<file path="src/hdl/i2cmf_pkg.sv">
`timescale 1ns / 1ps
// ----------------------------------------------------------------------------
// i2cmf_pkg
// Shared types and codes for the i2c slave mailbox framer.
// ----------------------------------------------------------------------------
package i2cmf_pkg;

  localparam int DEVICES_DEF      = 8;
  localparam int PACKET_BYTES_DEF = 15;
  localparam int QUEUE_DEPTH      = 2;

  localparam int CFG_IDX_W  = 1;
  localparam int CFG_DATA_W = 8;

  // operations
  localparam logic [2:0] OP_WRITE_REQ  = 3'd0;
  localparam logic [2:0] OP_WRITE_DONE = 3'd1;
  localparam logic [2:0] OP_READ_REQ   = 3'd2;
  localparam logic [2:0] OP_READ_DONE  = 3'd3;
  localparam logic [2:0] OP_POST       = 3'd4;
  localparam logic [2:0] OP_RELEASE    = 3'd5;

  // host response kinds
  localparam logic [1:0] RESP_ACK      = 2'd0;
  localparam logic [1:0] RESP_DONE     = 2'd1;
  localparam logic [1:0] RESP_ACK_DONE = 2'd2;
  localparam logic [1:0] RESP_ERROR    = 2'd3;

  localparam logic [7:0] ACK_BYTE      = 8'h80;
  localparam logic [7:0] DONE_BYTE     = 8'h40;
  localparam logic [7:0] ACK_DONE_BYTE = 8'hC0;

  // result kinds
  localparam logic [1:0] RK_NONE    = 2'd0;
  localparam logic [1:0] RK_BUS     = 2'd1;
  localparam logic [1:0] RK_COMMAND = 2'd2;

  // event status
  localparam logic [2:0] ST_OK      = 3'd0;
  localparam logic [2:0] ST_BUSY    = 3'd1;
  localparam logic [2:0] ST_CKSUM   = 3'd2;
  localparam logic [2:0] ST_BAD_DEV = 3'd3;
  localparam logic [2:0] ST_OVERRUN = 3'd4;

  // config register indexes
  localparam logic [CFG_IDX_W-1:0] CFG_BUSY_CODE  = 1'd0;
  localparam logic [CFG_IDX_W-1:0] CFG_CKSUM_CODE = 1'd1;

  localparam logic [7:0] BUSY_CODE_RST  = 8'd1;
  localparam logic [7:0] CKSUM_CODE_RST = 8'd2;

  typedef struct packed {
    logic [2:0] operation;
    logic [7:0] bus_byte;
    logic [2:0] host_device;
    logic [1:0] response_kind;
    logic [7:0] host_error_code;
  } in_item_t;

  typedef struct packed {
    logic [1:0] result_kind;
    logic [7:0] read_data;
    logic [2:0] command_device;
    logic [3:0] command_index;
    logic [7:0] command_byte;
    logic       last;
    logic [2:0] event_status;
  } out_item_t;

  typedef struct packed {
    logic [7:0] byte1;
    logic [7:0] byte0;
    logic [3:0] chk;
  } resp_word_t;

  typedef enum logic [1:0] {
    ACT_NOTE,
    ACT_READ,
    ACT_EMIT
  } act_t;

  typedef struct packed {
    act_t       act;
    logic [1:0] kind;
    logic [2:0] status;
    logic [7:0] dev;
    logic       cmd_wr;
    logic [3:0] ptr;
    logic [7:0] data;
    logic       resp_wr;
    resp_word_t resp;
    logic       rd_header;
    logic       rd_sel;
    logic [1:0] rd_len;
    logic [3:0] emit_len;
  } q_entry_t;

  typedef enum logic [1:0] {
    BK_IDLE,
    BK_RESP_RD,
    BK_EMIT,
    BK_EMIT_END
  } back_state_t;

endpackage

</file>
<file path="src/hdl/i2cmf_ram.sv">
`timescale 1ns / 1ps
// ----------------------------------------------------------------------------
// i2cmf_ram
// Simple dual port RAM, one write port, one read port, registered read.
// ----------------------------------------------------------------------------
module i2cmf_ram #(
  parameter int WIDTH = 8,
  parameter int DEPTH = 16,
  localparam int AW   = (DEPTH > 1) ? $clog2(DEPTH) : 1
) (
  input  logic             clk,
  input  logic             we,
  input  logic [AW-1:0]    waddr,
  input  logic [WIDTH-1:0] wdata,
  input  logic [AW-1:0]    raddr,
  output logic [WIDTH-1:0] rdata
);

  logic [WIDTH-1:0] mem_r [DEPTH];
  logic [WIDTH-1:0] rdata_r;

  always_ff @(posedge clk) begin
    if (we) begin
      mem_r[waddr] <= wdata;
    end
    rdata_r <= mem_r[raddr];
  end

  assign rdata = rdata_r;

endmodule

</file>
<file path="src/hdl/i2cmf_fifo.sv">
`timescale 1ns / 1ps
// ----------------------------------------------------------------------------
// i2cmf_fifo
// Short job queue between the framer front end and the mailbox back end.
// ----------------------------------------------------------------------------
module i2cmf_fifo import i2cmf_pkg::*; #(
  parameter int DEPTH = QUEUE_DEPTH
) (
  input  logic     clk,
  input  logic     rst_n,
  input  logic     push,
  input  q_entry_t push_entry,
  input  logic     pop,
  output q_entry_t head,
  output logic     empty,
  output logic     full
);

  localparam int AW = (DEPTH > 1) ? $clog2(DEPTH) : 1;
  localparam int CW = $clog2(DEPTH + 1);

  q_entry_t        slot_r [DEPTH];
  logic [AW-1:0]   wr_ptr_r, wr_ptr_nxt;
  logic [AW-1:0]   rd_ptr_r, rd_ptr_nxt;
  logic [CW-1:0]   count_r, count_nxt;

  always_comb begin
    wr_ptr_nxt = wr_ptr_r;
    rd_ptr_nxt = rd_ptr_r;
    if (push) begin
      wr_ptr_nxt = (wr_ptr_r == AW'(DEPTH - 1)) ? '0 : wr_ptr_r + AW'(1);
    end
    if (pop) begin
      rd_ptr_nxt = (rd_ptr_r == AW'(DEPTH - 1)) ? '0 : rd_ptr_r + AW'(1);
    end
    count_nxt = count_r + CW'(push) - CW'(pop);
  end

  always_ff @(posedge clk) begin
    if (!rst_n) begin
      wr_ptr_r <= '0;
      rd_ptr_r <= '0;
      count_r  <= '0;
    end else begin
      wr_ptr_r <= wr_ptr_nxt;
      rd_ptr_r <= rd_ptr_nxt;
      count_r  <= count_nxt;
    end
  end

  always_ff @(posedge clk) begin
    if (push) begin
      slot_r[wr_ptr_r] <= push_entry;
    end
  end

  assign head  = slot_r[rd_ptr_r];
  assign empty = (count_r == '0);
  assign full  = (count_r == CW'(DEPTH));

endmodule

</file>
<file path="src/hdl/i2cmf_front.sv">
`timescale 1ns / 1ps
// ----------------------------------------------------------------------------
// i2cmf_front
// Framer front end: decodes each transaction, tracks packet and mailbox
// flags, and builds one job for the back end.
// ----------------------------------------------------------------------------
module i2cmf_front import i2cmf_pkg::*; #(
  parameter int DEVICES      = DEVICES_DEF,
  parameter int PACKET_BYTES = PACKET_BYTES_DEF
) (
  input  logic                  clk,
  input  logic                  rst_n,
  input  logic                  accept,
  input  in_item_t              item,
  input  logic                  cfg_we,
  input  logic [CFG_IDX_W-1:0]  cfg_index,
  input  logic [CFG_DATA_W-1:0] cfg_data,
  output q_entry_t              entry
);

  localparam int DEV_IDX_W        = (DEVICES > 1) ? $clog2(DEVICES) : 1;
  localparam logic [8:0] DEV_LIM  = 9'(DEVICES);
  localparam logic [3:0] PB_LIM   = 4'(PACKET_BYTES);

  logic [7:0]           busy_code_r, cksum_code_r;
  logic                 cmd_busy_r  [DEVICES];
  logic                 resp_full_r [DEVICES];
  logic [1:0]           resp_len_r  [DEVICES];

  logic [7:0]           cur_dev_r, cur_dev_nxt;
  logic [3:0]           ptr_r, ptr_nxt;
  logic [3:0]           exp_len_r, exp_len_nxt;
  logic [3:0]           exp_chk_r, exp_chk_nxt;
  logic [3:0]           run_chk_r, run_chk_nxt;
  logic                 next_addr_r, next_addr_nxt;
  logic                 hdr_pend_r, hdr_pend_nxt;
  logic                 hdr_send_r, hdr_send_nxt;
  logic                 discard_r, discard_nxt;

  logic                 set_busy, clr_busy, post_we, clr_full;
  logic [DEV_IDX_W-1:0] post_idx;
  logic [1:0]           post_len;
  logic [DEV_IDX_W-1:0] cur_idx, host_idx;
  logic                 cur_ok, host_ok, byte_ok;
  logic [3:0]           ptr_inc;
  logic [7:0]           prod;
  logic [3:0]           chk_sum;
  logic [1:0]           cur_len;

  always_comb begin
    cur_dev_nxt   = cur_dev_r;
    ptr_nxt       = ptr_r;
    exp_len_nxt   = exp_len_r;
    exp_chk_nxt   = exp_chk_r;
    run_chk_nxt   = run_chk_r;
    next_addr_nxt = next_addr_r;
    hdr_pend_nxt  = hdr_pend_r;
    hdr_send_nxt  = hdr_send_r;
    discard_nxt   = discard_r;
    set_busy      = 1'b0;
    clr_busy      = 1'b0;
    post_we       = 1'b0;
    clr_full      = 1'b0;
    post_len      = 2'd0;
    entry         = '0;
    entry.act     = ACT_NOTE;
    entry.kind    = RK_NONE;
    entry.status  = ST_OK;

    cur_ok   = ({1'b0, cur_dev_r} < DEV_LIM);
    host_ok  = ({6'b0, item.host_device} < DEV_LIM);
    byte_ok  = ({1'b0, item.bus_byte} < DEV_LIM);
    cur_idx  = DEV_IDX_W'(cur_dev_r);
    host_idx = DEV_IDX_W'(item.host_device);
    post_idx = cur_idx;
    ptr_inc  = ptr_r + 4'd1;
    prod     = 8'(item.bus_byte[3:0]) * 8'(ptr_inc);
    chk_sum  = run_chk_r + prod[3:0];
    cur_len  = resp_len_r[cur_idx];

    case (item.operation)
      OP_WRITE_REQ: begin
        next_addr_nxt = 1'b1;
      end
      OP_WRITE_DONE: begin
        if (next_addr_r) begin
          next_addr_nxt = 1'b0;
          cur_dev_nxt   = item.bus_byte;
          hdr_pend_nxt  = 1'b1;
          ptr_nxt       = 4'd0;
          run_chk_nxt   = 4'd0;
          discard_nxt   = !byte_ok;
          entry.status  = byte_ok ? ST_OK : ST_BAD_DEV;
        end else if (discard_r) begin
          hdr_pend_nxt = 1'b0;
          entry.status = cur_ok ? ST_OVERRUN : ST_BAD_DEV;
        end else if (!cur_ok) begin
          entry.status = ST_BAD_DEV;
        end else if (hdr_pend_r) begin
          hdr_pend_nxt = 1'b0;
          exp_len_nxt  = item.bus_byte[7:4];
          exp_chk_nxt  = item.bus_byte[3:0];
          run_chk_nxt  = 4'd0;
          if (item.bus_byte[7:4] == 4'd0 || item.bus_byte[7:4] > PB_LIM) begin
            discard_nxt  = 1'b1;
            entry.status = ST_OVERRUN;
          end
        end else if (cmd_busy_r[cur_idx]) begin
          post_we          = 1'b1;
          post_len         = 2'd2;
          hdr_send_nxt     = 1'b1;
          entry.dev        = cur_dev_r;
          entry.resp_wr    = 1'b1;
          entry.resp.byte0 = 8'd0;
          entry.resp.byte1 = busy_code_r;
          entry.resp.chk   = {busy_code_r[2:0], 1'b0};
          entry.status     = ST_BUSY;
        end else if (ptr_r >= exp_len_r || ptr_r >= PB_LIM) begin
          discard_nxt  = 1'b1;
          entry.status = ST_OVERRUN;
        end else begin
          entry.cmd_wr = 1'b1;
          entry.dev    = cur_dev_r;
          entry.ptr    = ptr_r;
          entry.data   = item.bus_byte;
          run_chk_nxt  = chk_sum;
          ptr_nxt      = ptr_inc;
          if (ptr_inc == exp_len_r) begin
            discard_nxt = 1'b1;
            if (chk_sum != exp_chk_r) begin
              post_we          = 1'b1;
              post_len         = 2'd2;
              hdr_send_nxt     = 1'b1;
              entry.resp_wr    = 1'b1;
              entry.resp.byte0 = 8'd0;
              entry.resp.byte1 = cksum_code_r;
              entry.resp.chk   = {cksum_code_r[2:0], 1'b0};
              entry.status     = ST_CKSUM;
            end else begin
              set_busy       = 1'b1;
              entry.act      = ACT_EMIT;
              entry.kind     = RK_COMMAND;
              entry.emit_len = exp_len_r;
            end
          end
        end
      end
      OP_READ_REQ: begin
        entry.kind = RK_BUS;
        entry.dev  = cur_dev_r;
        if (!cur_ok) begin
          entry.status = ST_BAD_DEV;
        end else if (!resp_full_r[cur_idx] || ptr_r >= {2'b00, cur_len}) begin
          entry.act = ACT_NOTE;
        end else if (hdr_send_r) begin
          hdr_send_nxt    = 1'b0;
          entry.act       = ACT_READ;
          entry.rd_header = 1'b1;
          entry.rd_len    = cur_len;
        end else begin
          entry.act    = ACT_READ;
          entry.rd_sel = ptr_r[0];
          ptr_nxt      = ptr_inc;
          if (ptr_inc == {2'b00, cur_len}) begin
            clr_full     = 1'b1;
            hdr_send_nxt = 1'b1;
          end
        end
      end
      OP_POST: begin
        if (!host_ok) begin
          entry.status = ST_BAD_DEV;
        end else begin
          post_we       = 1'b1;
          post_idx      = host_idx;
          hdr_send_nxt  = 1'b1;
          entry.dev     = 8'(item.host_device);
          entry.resp_wr = 1'b1;
          case (item.response_kind)
            RESP_ACK: begin
              post_len         = 2'd1;
              entry.resp.byte0 = ACK_BYTE;
            end
            RESP_DONE: begin
              post_len         = 2'd1;
              entry.resp.byte0 = DONE_BYTE;
            end
            RESP_ACK_DONE: begin
              post_len         = 2'd1;
              entry.resp.byte0 = ACK_DONE_BYTE;
            end
            default: begin
              post_len         = 2'd2;
              entry.resp.byte0 = 8'd0;
              entry.resp.byte1 = item.host_error_code;
              entry.resp.chk   = {item.host_error_code[2:0], 1'b0};
            end
          endcase
        end
      end
      OP_RELEASE: begin
        if (!host_ok) begin
          entry.status = ST_BAD_DEV;
        end else begin
          clr_busy = 1'b1;
        end
      end
      default: begin
      end
    endcase
  end

  always_ff @(posedge clk) begin
    if (!rst_n) begin
      busy_code_r  <= BUSY_CODE_RST;
      cksum_code_r <= CKSUM_CODE_RST;
    end else if (cfg_we) begin
      case (cfg_index)
        CFG_BUSY_CODE:  busy_code_r  <= cfg_data;
        CFG_CKSUM_CODE: cksum_code_r <= cfg_data;
        default: begin
        end
      endcase
    end
  end

  always_ff @(posedge clk) begin
    if (!rst_n) begin
      cur_dev_r   <= '0;
      ptr_r       <= '0;
      exp_len_r   <= '0;
      exp_chk_r   <= '0;
      run_chk_r   <= '0;
      next_addr_r <= 1'b0;
      hdr_pend_r  <= 1'b0;
      hdr_send_r  <= 1'b1;
      discard_r   <= 1'b0;
    end else if (accept) begin
      cur_dev_r   <= cur_dev_nxt;
      ptr_r       <= ptr_nxt;
      exp_len_r   <= exp_len_nxt;
      exp_chk_r   <= exp_chk_nxt;
      run_chk_r   <= run_chk_nxt;
      next_addr_r <= next_addr_nxt;
      hdr_pend_r  <= hdr_pend_nxt;
      hdr_send_r  <= hdr_send_nxt;
      discard_r   <= discard_nxt;
    end
  end

  always_ff @(posedge clk) begin
    if (!rst_n) begin
      for (int i = 0; i < DEVICES; i++) begin
        cmd_busy_r[i]  <= 1'b0;
        resp_full_r[i] <= 1'b0;
        resp_len_r[i]  <= 2'd0;
      end
    end else if (accept) begin
      if (set_busy) begin
        cmd_busy_r[cur_idx] <= 1'b1;
      end
      if (clr_busy) begin
        cmd_busy_r[host_idx] <= 1'b0;
      end
      if (post_we) begin
        resp_full_r[post_idx] <= 1'b1;
        resp_len_r[post_idx]  <= post_len;
      end
      if (clr_full) begin
        resp_full_r[cur_idx] <= 1'b0;
      end
    end
  end

endmodule

</file>
<file path="src/hdl/i2cmf_back.sv">
`timescale 1ns / 1ps
// ----------------------------------------------------------------------------
// i2cmf_back
// Mailbox back end: owns the command and response RAMs, runs one job at a
// time and drives the result strobe.
// ----------------------------------------------------------------------------
module i2cmf_back import i2cmf_pkg::*; #(
  parameter int DEVICES      = DEVICES_DEF,
  parameter int PACKET_BYTES = PACKET_BYTES_DEF
) (
  input  logic      clk,
  input  logic      rst_n,
  input  q_entry_t  head,
  input  logic      empty,
  output logic      pop,
  output logic      out_strobe,
  output out_item_t out_item
);

  localparam int DEV_IDX_W = (DEVICES > 1) ? $clog2(DEVICES) : 1;
  localparam int CMD_DEPTH = DEVICES * PACKET_BYTES;
  localparam int CMD_AW    = (CMD_DEPTH > 1) ? $clog2(CMD_DEPTH) : 1;
  localparam int RESP_W    = $bits(resp_word_t);

  back_state_t          state_r, state_nxt;
  q_entry_t             job_r, job_nxt;
  logic [3:0]           cnt_r, cnt_nxt;
  logic                 pend_r, pend_nxt;
  logic [3:0]           pend_idx_r, pend_idx_nxt;
  logic                 pend_last_r, pend_last_nxt;
  logic                 out_strobe_r, out_strobe_nxt;
  out_item_t            out_item_r, out_item_nxt;

  logic                 cmd_we;
  logic [CMD_AW-1:0]    cmd_waddr, cmd_raddr;
  logic [7:0]           cmd_rdata;
  logic                 resp_we;
  logic [DEV_IDX_W-1:0] resp_waddr, resp_raddr;
  resp_word_t           resp_rdata;
  logic [RESP_W-1:0]    resp_rbits;

  i2cmf_ram #(
    .WIDTH (8),
    .DEPTH (CMD_DEPTH)
  ) u_cmd_ram (
    .clk   (clk),
    .we    (cmd_we),
    .waddr (cmd_waddr),
    .wdata (head.data),
    .raddr (cmd_raddr),
    .rdata (cmd_rdata)
  );

  i2cmf_ram #(
    .WIDTH (RESP_W),
    .DEPTH (DEVICES)
  ) u_resp_ram (
    .clk   (clk),
    .we    (resp_we),
    .waddr (resp_waddr),
    .wdata (head.resp),
    .raddr (resp_raddr),
    .rdata (resp_rbits)
  );

  assign resp_rdata = resp_word_t'(resp_rbits);

  // next state
  always_comb begin
    state_nxt = state_r;
    case (state_r)
      BK_IDLE: begin
        if (!empty) begin
          case (head.act)
            ACT_READ: state_nxt = BK_RESP_RD;
            ACT_EMIT: state_nxt = BK_EMIT;
            default:  state_nxt = BK_IDLE;
          endcase
        end
      end
      BK_RESP_RD: state_nxt = BK_IDLE;
      BK_EMIT: begin
        if (cnt_r == job_r.emit_len - 4'd1) begin
          state_nxt = BK_EMIT_END;
        end
      end
      BK_EMIT_END: state_nxt = BK_IDLE;
      default:     state_nxt = BK_IDLE;
    endcase
  end

  // outputs and datapath
  always_comb begin
    pop            = (state_r == BK_IDLE) && !empty;
    cmd_we         = pop && head.cmd_wr;
    cmd_waddr      = CMD_AW'(int'(head.dev) * PACKET_BYTES + int'(head.ptr));
    cmd_raddr      = CMD_AW'(int'(job_r.dev) * PACKET_BYTES + int'(cnt_r));
    resp_we        = pop && head.resp_wr;
    resp_waddr     = DEV_IDX_W'(head.dev);
    resp_raddr     = DEV_IDX_W'(head.dev);
    job_nxt        = pop ? head : job_r;
    cnt_nxt        = pop ? 4'd0 : cnt_r + 4'd1;
    pend_nxt       = (state_r == BK_EMIT);
    pend_idx_nxt   = cnt_r;
    pend_last_nxt  = (cnt_r == job_r.emit_len - 4'd1);
    out_strobe_nxt = 1'b0;
    out_item_nxt   = '0;

    if (pop && head.act == ACT_NOTE) begin
      out_strobe_nxt            = 1'b1;
      out_item_nxt.result_kind  = head.kind;
      out_item_nxt.last         = 1'b1;
      out_item_nxt.event_status = head.status;
    end

    if (state_r == BK_RESP_RD) begin
      out_strobe_nxt            = 1'b1;
      out_item_nxt.result_kind  = RK_BUS;
      out_item_nxt.last         = 1'b1;
      out_item_nxt.event_status = job_r.status;
      if (job_r.rd_header) begin
        out_item_nxt.read_data = {2'b00, job_r.rd_len, resp_rdata.chk};
      end else begin
        out_item_nxt.read_data = job_r.rd_sel ? resp_rdata.byte1 : resp_rdata.byte0;
      end
    end

    if (pend_r) begin
      out_strobe_nxt              = 1'b1;
      out_item_nxt.result_kind    = RK_COMMAND;
      out_item_nxt.command_device = job_r.dev[2:0];
      out_item_nxt.command_index  = pend_idx_r;
      out_item_nxt.command_byte   = cmd_rdata;
      out_item_nxt.last           = pend_last_r;
      out_item_nxt.event_status   = ST_OK;
    end
  end

  always_ff @(posedge clk) begin
    if (!rst_n) begin
      state_r      <= BK_IDLE;
      pend_r       <= 1'b0;
      out_strobe_r <= 1'b0;
    end else begin
      state_r      <= state_nxt;
      pend_r       <= pend_nxt;
      out_strobe_r <= out_strobe_nxt;
    end
  end

  always_ff @(posedge clk) begin
    job_r       <= job_nxt;
    cnt_r       <= cnt_nxt;
    pend_idx_r  <= pend_idx_nxt;
    pend_last_r <= pend_last_nxt;
    out_item_r  <= out_item_nxt;
  end

  assign out_strobe = out_strobe_r;
  assign out_item   = out_item_r;

endmodule

</file>
<file path="src/hdl/i2c_slave_mailbox_framer_unit.sv">
`timescale 1ns / 1ps
// ----------------------------------------------------------------------------
// i2c_slave_mailbox_framer_unit
// I2C slave framer with per-device command and response mailboxes.
//
//   channel  handshake           payload            direction
//   in       start / busy        in_item (struct)   into block
//   out      out_strobe          out_item (struct)  out of block, one cycle
//   cfg      cfg_we              cfg_index/data     into block, no wait
//
// A transaction is taken when start is high and busy is low; busy rises
// only while the two-entry job queue is full.
// The back end reads the response RAM for a response byte read and the
// command RAM once per byte for a verified packet of n bytes; a status
// result is strobed in the cycle after its job is popped, a read byte
// after the response RAM read and the output register, and each command
// byte after its command RAM read, the pend register and the output register.
// Synchronous reset clears the queue, the framer flags and the busy/full
// bits; RAM contents are not cleared.
// The receiver cannot stall: each result is shown for exactly one cycle.
// ----------------------------------------------------------------------------
module i2c_slave_mailbox_framer_unit import i2cmf_pkg::*; #(
  parameter int DEVICES      = DEVICES_DEF,
  parameter int PACKET_BYTES = PACKET_BYTES_DEF
) (
  input  logic                  clk,
  input  logic                  rst_n,
  input  logic                  start,
  output logic                  busy,
  input  in_item_t              in_item,
  output logic                  out_strobe,
  output out_item_t             out_item,
  input  logic                  cfg_we,
  input  logic [CFG_IDX_W-1:0]  cfg_index,
  input  logic [CFG_DATA_W-1:0] cfg_data
);

  logic     accept;
  logic     q_full, q_empty, q_pop;
  q_entry_t front_entry, q_head;

  assign accept = start && !q_full;
  assign busy   = q_full;

  i2cmf_front #(
    .DEVICES      (DEVICES),
    .PACKET_BYTES (PACKET_BYTES)
  ) u_front (
    .clk       (clk),
    .rst_n     (rst_n),
    .accept    (accept),
    .item      (in_item),
    .cfg_we    (cfg_we),
    .cfg_index (cfg_index),
    .cfg_data  (cfg_data),
    .entry     (front_entry)
  );

  i2cmf_fifo #(
    .DEPTH (QUEUE_DEPTH)
  ) u_fifo (
    .clk        (clk),
    .rst_n      (rst_n),
    .push       (accept),
    .push_entry (front_entry),
    .pop        (q_pop),
    .head       (q_head),
    .empty      (q_empty),
    .full       (q_full)
  );

  i2cmf_back #(
    .DEVICES      (DEVICES),
    .PACKET_BYTES (PACKET_BYTES)
  ) u_back (
    .clk        (clk),
    .rst_n      (rst_n),
    .head       (q_head),
    .empty      (q_empty),
    .pop        (q_pop),
    .out_strobe (out_strobe),
    .out_item   (out_item)
  );

  // command bytes of one packet come back to back with rising index
  a_cmd_seq: assert property (@(posedge clk) disable iff (!rst_n)
    (out_strobe && out_item.result_kind == RK_COMMAND && !out_item.last) |=>
      (out_strobe && out_item.result_kind == RK_COMMAND &&
       out_item.command_index == $past(out_item.command_index) + 4'd1))
    else $error("command packet broken");

  // every non-command result closes its transaction
  a_single_last: assert property (@(posedge clk) disable iff (!rst_n)
    (out_strobe && out_item.result_kind != RK_COMMAND) |-> out_item.last)
    else $error("single result without last");

  // nothing pending right after reset
  a_reset_quiet: assert property (@(posedge clk)
    !rst_n |=> (!out_strobe && !busy))
    else $error("activity after reset");

  // queue never pops while empty
  a_no_underflow: assert property (@(posedge clk) disable iff (!rst_n)
    q_pop |-> !q_empty)
    else $error("queue underflow");

endmodule

</file>
<file path="config.mk">
export PLATFORM = sky130hd
export DESIGN_NAME = i2c_slave_mailbox_framer_unit
export DESIGN_NICKNAME = d
export VERILOG_FILES = /design/src/hdl/i2cmf_pkg.sv /design/src/hdl/i2cmf_ram.sv /design/src/hdl/i2cmf_fifo.sv /design/src/hdl/i2cmf_front.sv /design/src/hdl/i2cmf_back.sv /design/src/hdl/i2c_slave_mailbox_framer_unit.sv
export SDC_FILE = /design/constraint.sdc
export NUM_CORES = 1
export LEC_CHECK = 0
export BUFFER_PORTS_ARGS = -buffer_cell sky130_fd_sc_hd__buf_2
export CORE_ASPECT_RATIO = 0.5
export CORE_MARGIN = 2
export CORE_UTILIZATION = 45
export DETAILED_ROUTE_END_ITERATION = 8
export GPL_TIMING_DRIVEN = 1
export PLACE_DENSITY = 0.6
export SETUP_SLACK_MARGIN = 0.1
export SLEW_MARGIN = 20
export SYNTH_ARGS = -nofsm -noshare
export SYNTH_HDL_FRONTEND = slang
export SYNTH_HIERARCHICAL = 1
export SYNTH_SLANG_ARGS = --single-unit
</file>
<file path="constraint.sdc">
create_clock -name clk -period 5 [get_ports clk]
set_input_delay 1 -clock clk [delete_from_list [all_inputs] [get_ports clk]]
set_output_delay 1 -clock clk [all_outputs]
set_load 0.05 [all_outputs]
</file>
==> reports/qor.csv <==
stage,metric,value,unit
routing,remaining routing DRC violations,0,
clocking,post-cts hold buffer count,0,
floorplanning,floorplan core area,126000,um^2
clocking,register clock-pin slew on the reported worst setup and hold paths,0.06,ns
routing,Antenna Violating Nets Remaining,0,
cells_and_area,NumNets Final,3614,
clocking,clk_lat worst skew,0.75,ns
global_route,pin count of the biggest net entering global routing,81,
timing,number of endpoints failing setup at the final stage,0,
cells_and_area,total non-filler cell area in the finished layout,65100,um^2
worst_setup_path,CP required,5.62,ns
timing,Tcrit/Tclk final,95.2,%
floorplanning,chip width,507,um
timing,"Hold Vio Cnt, Final",0,
worst_setup_path,origin of the worst setup path,u_back/job_r[42],
worst_setup_path,Critical Path Source Type,flip-flop,
worst_hold_path,startpoint of the tightest hold check path,u_back/u_cmd_ram/rdata[3],
clocking,TritonCTS Buffers,130,
synth,Syn Inst Count,3180,
worst_setup_path,critical register-to-register path startpoint,u_back/job_r[42],
timing,largest clock skew in the final design,0.0275,ns
global_route,total overflow reported by the global router,0,
status,outcome,"finished, final reports clean",
worst_hold_path,worst hold path class,flip-flop to flip-flop,
routing,Avg Vias per Cell,5.71,
synth,post-synthesis average cell area,17.9,um^2
routing,DRC marker count from the first detailed-route iteration,2860,
placement,placer's final routability congestion estimate,0.870,
timing,final critical-path setup slack,0.238,ns
routing,met2 WL post-DR,63700,um
clocking,clock net sink count,1404,
floorplanning,Total Die Area,129000,um^2
clocking,Clock Root Buffer,clkbuf_16,
timing,maximum clock frequency,210,MHz
placement,sum of net half-perimeters after detailed placement,87400,um
routing,uppermost metal layer occupied by signal nets,met4,
global_route,initial antenna violation count,0,
floorplanning,count of standard-cell rows,92,
cells_and_area,fill cell total of the finished layout,10100,
synth,synthesized area,56800,um^2
global_route,number of global-route vias before repair,30400,
worst_setup_path,WP data arrival,5.38,ns
synth,Yosys warnings,6,
cells_and_area,area of the multi-input gates,15100,um^2
placement,placed cell area,60900,um^2
cells_and_area,most frequent cells in the layout,"1,266 x edfxtp_1, 291 x buf_4, 195 x nor2_1, 192 x mux4_2, 138 x clkbuf_16",
floorplanning,initial standard-cell utilization of the core,45.2,%
floorplanning,height of the die,255,um
placement,Place WS,-0.142,ns
cells_and_area,synthesis-to-layout area growth,14.5,%
worst_setup_path,largest driver fanout on the critical path,32,
cells_and_area,most common library cell in the layout ignoring fill and taps,edfxtp_1,
cells_and_area,fraction of layout instances using a drive strength above 1,24.6,%
run,max capacitance violation total,0,
cells_and_area,Seq. cell area,40800,um^2
placement,Cells after DPL,5073,
routing,DR vias,30300,
clocking,maximum level of the CTS H-tree,4,
worst_setup_path,startpoint-to-endpoint class of the critical path,flip-flop to flip-flop,
timing,worst relative slew slack,30.7,%
global_route,wire length of the first global-routing pass,201000,um
timing,unrepaired setup endpoints after global routing,true,
routing,routed length on met1,58800,um
floorplanning,number of primary I/O pins,68,
timing,time the worst path needs with I/O delays and setup,4.76,ns
routing,total routed wirelength,135000,um
worst_setup_path,endpoint kind of the worst setup timing path,flip-flop,
routing,first drt pass iteration count,6,
global_route,Overall Global Routing Usage,20.9,%
clocking,CTS max path bufs,3,
timing,max-slew violation total from the final report,0,
cells_and_area,post-layout instance count excluding filler cells,5308,
routing,routed length on met3,9640,um
routing,Wirelength per Cell,25.5,um
clocking,clock tree from TritonCTS,yes,
placement,count of buffers from port buffering,67,
timing,actual transition at the worst max-transition pin,1.04,ns
worst max-delay path, cell delays in order, from the launching register on:
cell and delay (ns):
edfxtp_1 0.42, fa_1 0.61, fa_1 0.48, fa_4 1.01, buf_12 0.28, buf_4 0.22, mux4_2 0.50, a31oi_1 0.20
o311ai_0 0.18, o221ai_1 0.40, buf_4 0.23, a21oi_1 0.09
sequential cells by signal, summed over array words and instances (netlist names), 16 cells and up, named ones only:
signal / flops
u_back/u_cmd_ram/mem_r: 960
u_back/u_resp_ram/mem_r: 160
u_fifo/slot_r: 112
u_back/out_item: 29
u_back/u_resp_ram/rdata: 20
u_back/job_r: 18
u_front/resp_len_r: 16
final cells by class:
cell class / count / area share, %
Sequential cell: 1404 / 62.7
Multi-Input combinational cell: 1546 / 23.3
Clock buffer: 182 / 5.67
Timing Repair Buffer: 368 / 4.17
Tap cell: 1692 / 3.25
Clock inverter: 50 / 0.552
Inverter: 65 / 0.381
Antenna cell: 1 / 0.00385
layer usage:
| metal | GRT usage [%] | vias to the layer above |
|---|---|---|
| li1 | - | 13300 |
| met1 | 29.9 | 15700 |
| met2 | 33.0 | 1156 |
| met3 | 3.74 | 208 |
| met4 | 5.95 | 0 |
| met5 | 0 | - |
final timing paths:
kind / to / slack, ns / cells past startpoint
worst min register to register: u_back/out_item[7] / 0.44 / 1
worst min-delay path: u_back/out_item[7] / 0.44 / 1
worst max-delay path: u_back/u_cmd_ram/rdata[4] / 0.24 / 11
worst max register to register: u_back/u_cmd_ram/rdata[4] / 0.24 / 11
stage by stage:
step	utilization, %	hold slack [ns]	setup TNS [ns]
after floorplan	-	0.363	0
after global placement	48.4	0.431	-0.535
after detailed placement	48.4	0.427	-1.12
after CTS	51.6	0.445	0
after global routing	51.8	0.452	-0.0369
final	51.8	0.440	0
what timing repair did:
action                     CTS  global route
pin swaps                    0             2
cloned                       0             0
buffers inserted             0             2
setup endpoints to repair   29           489
resized for setup            3            38
Power is left out: the tool's default activity adds up to more than one toggle a clock period on the data nets, which glitch-free logic cannot reach.
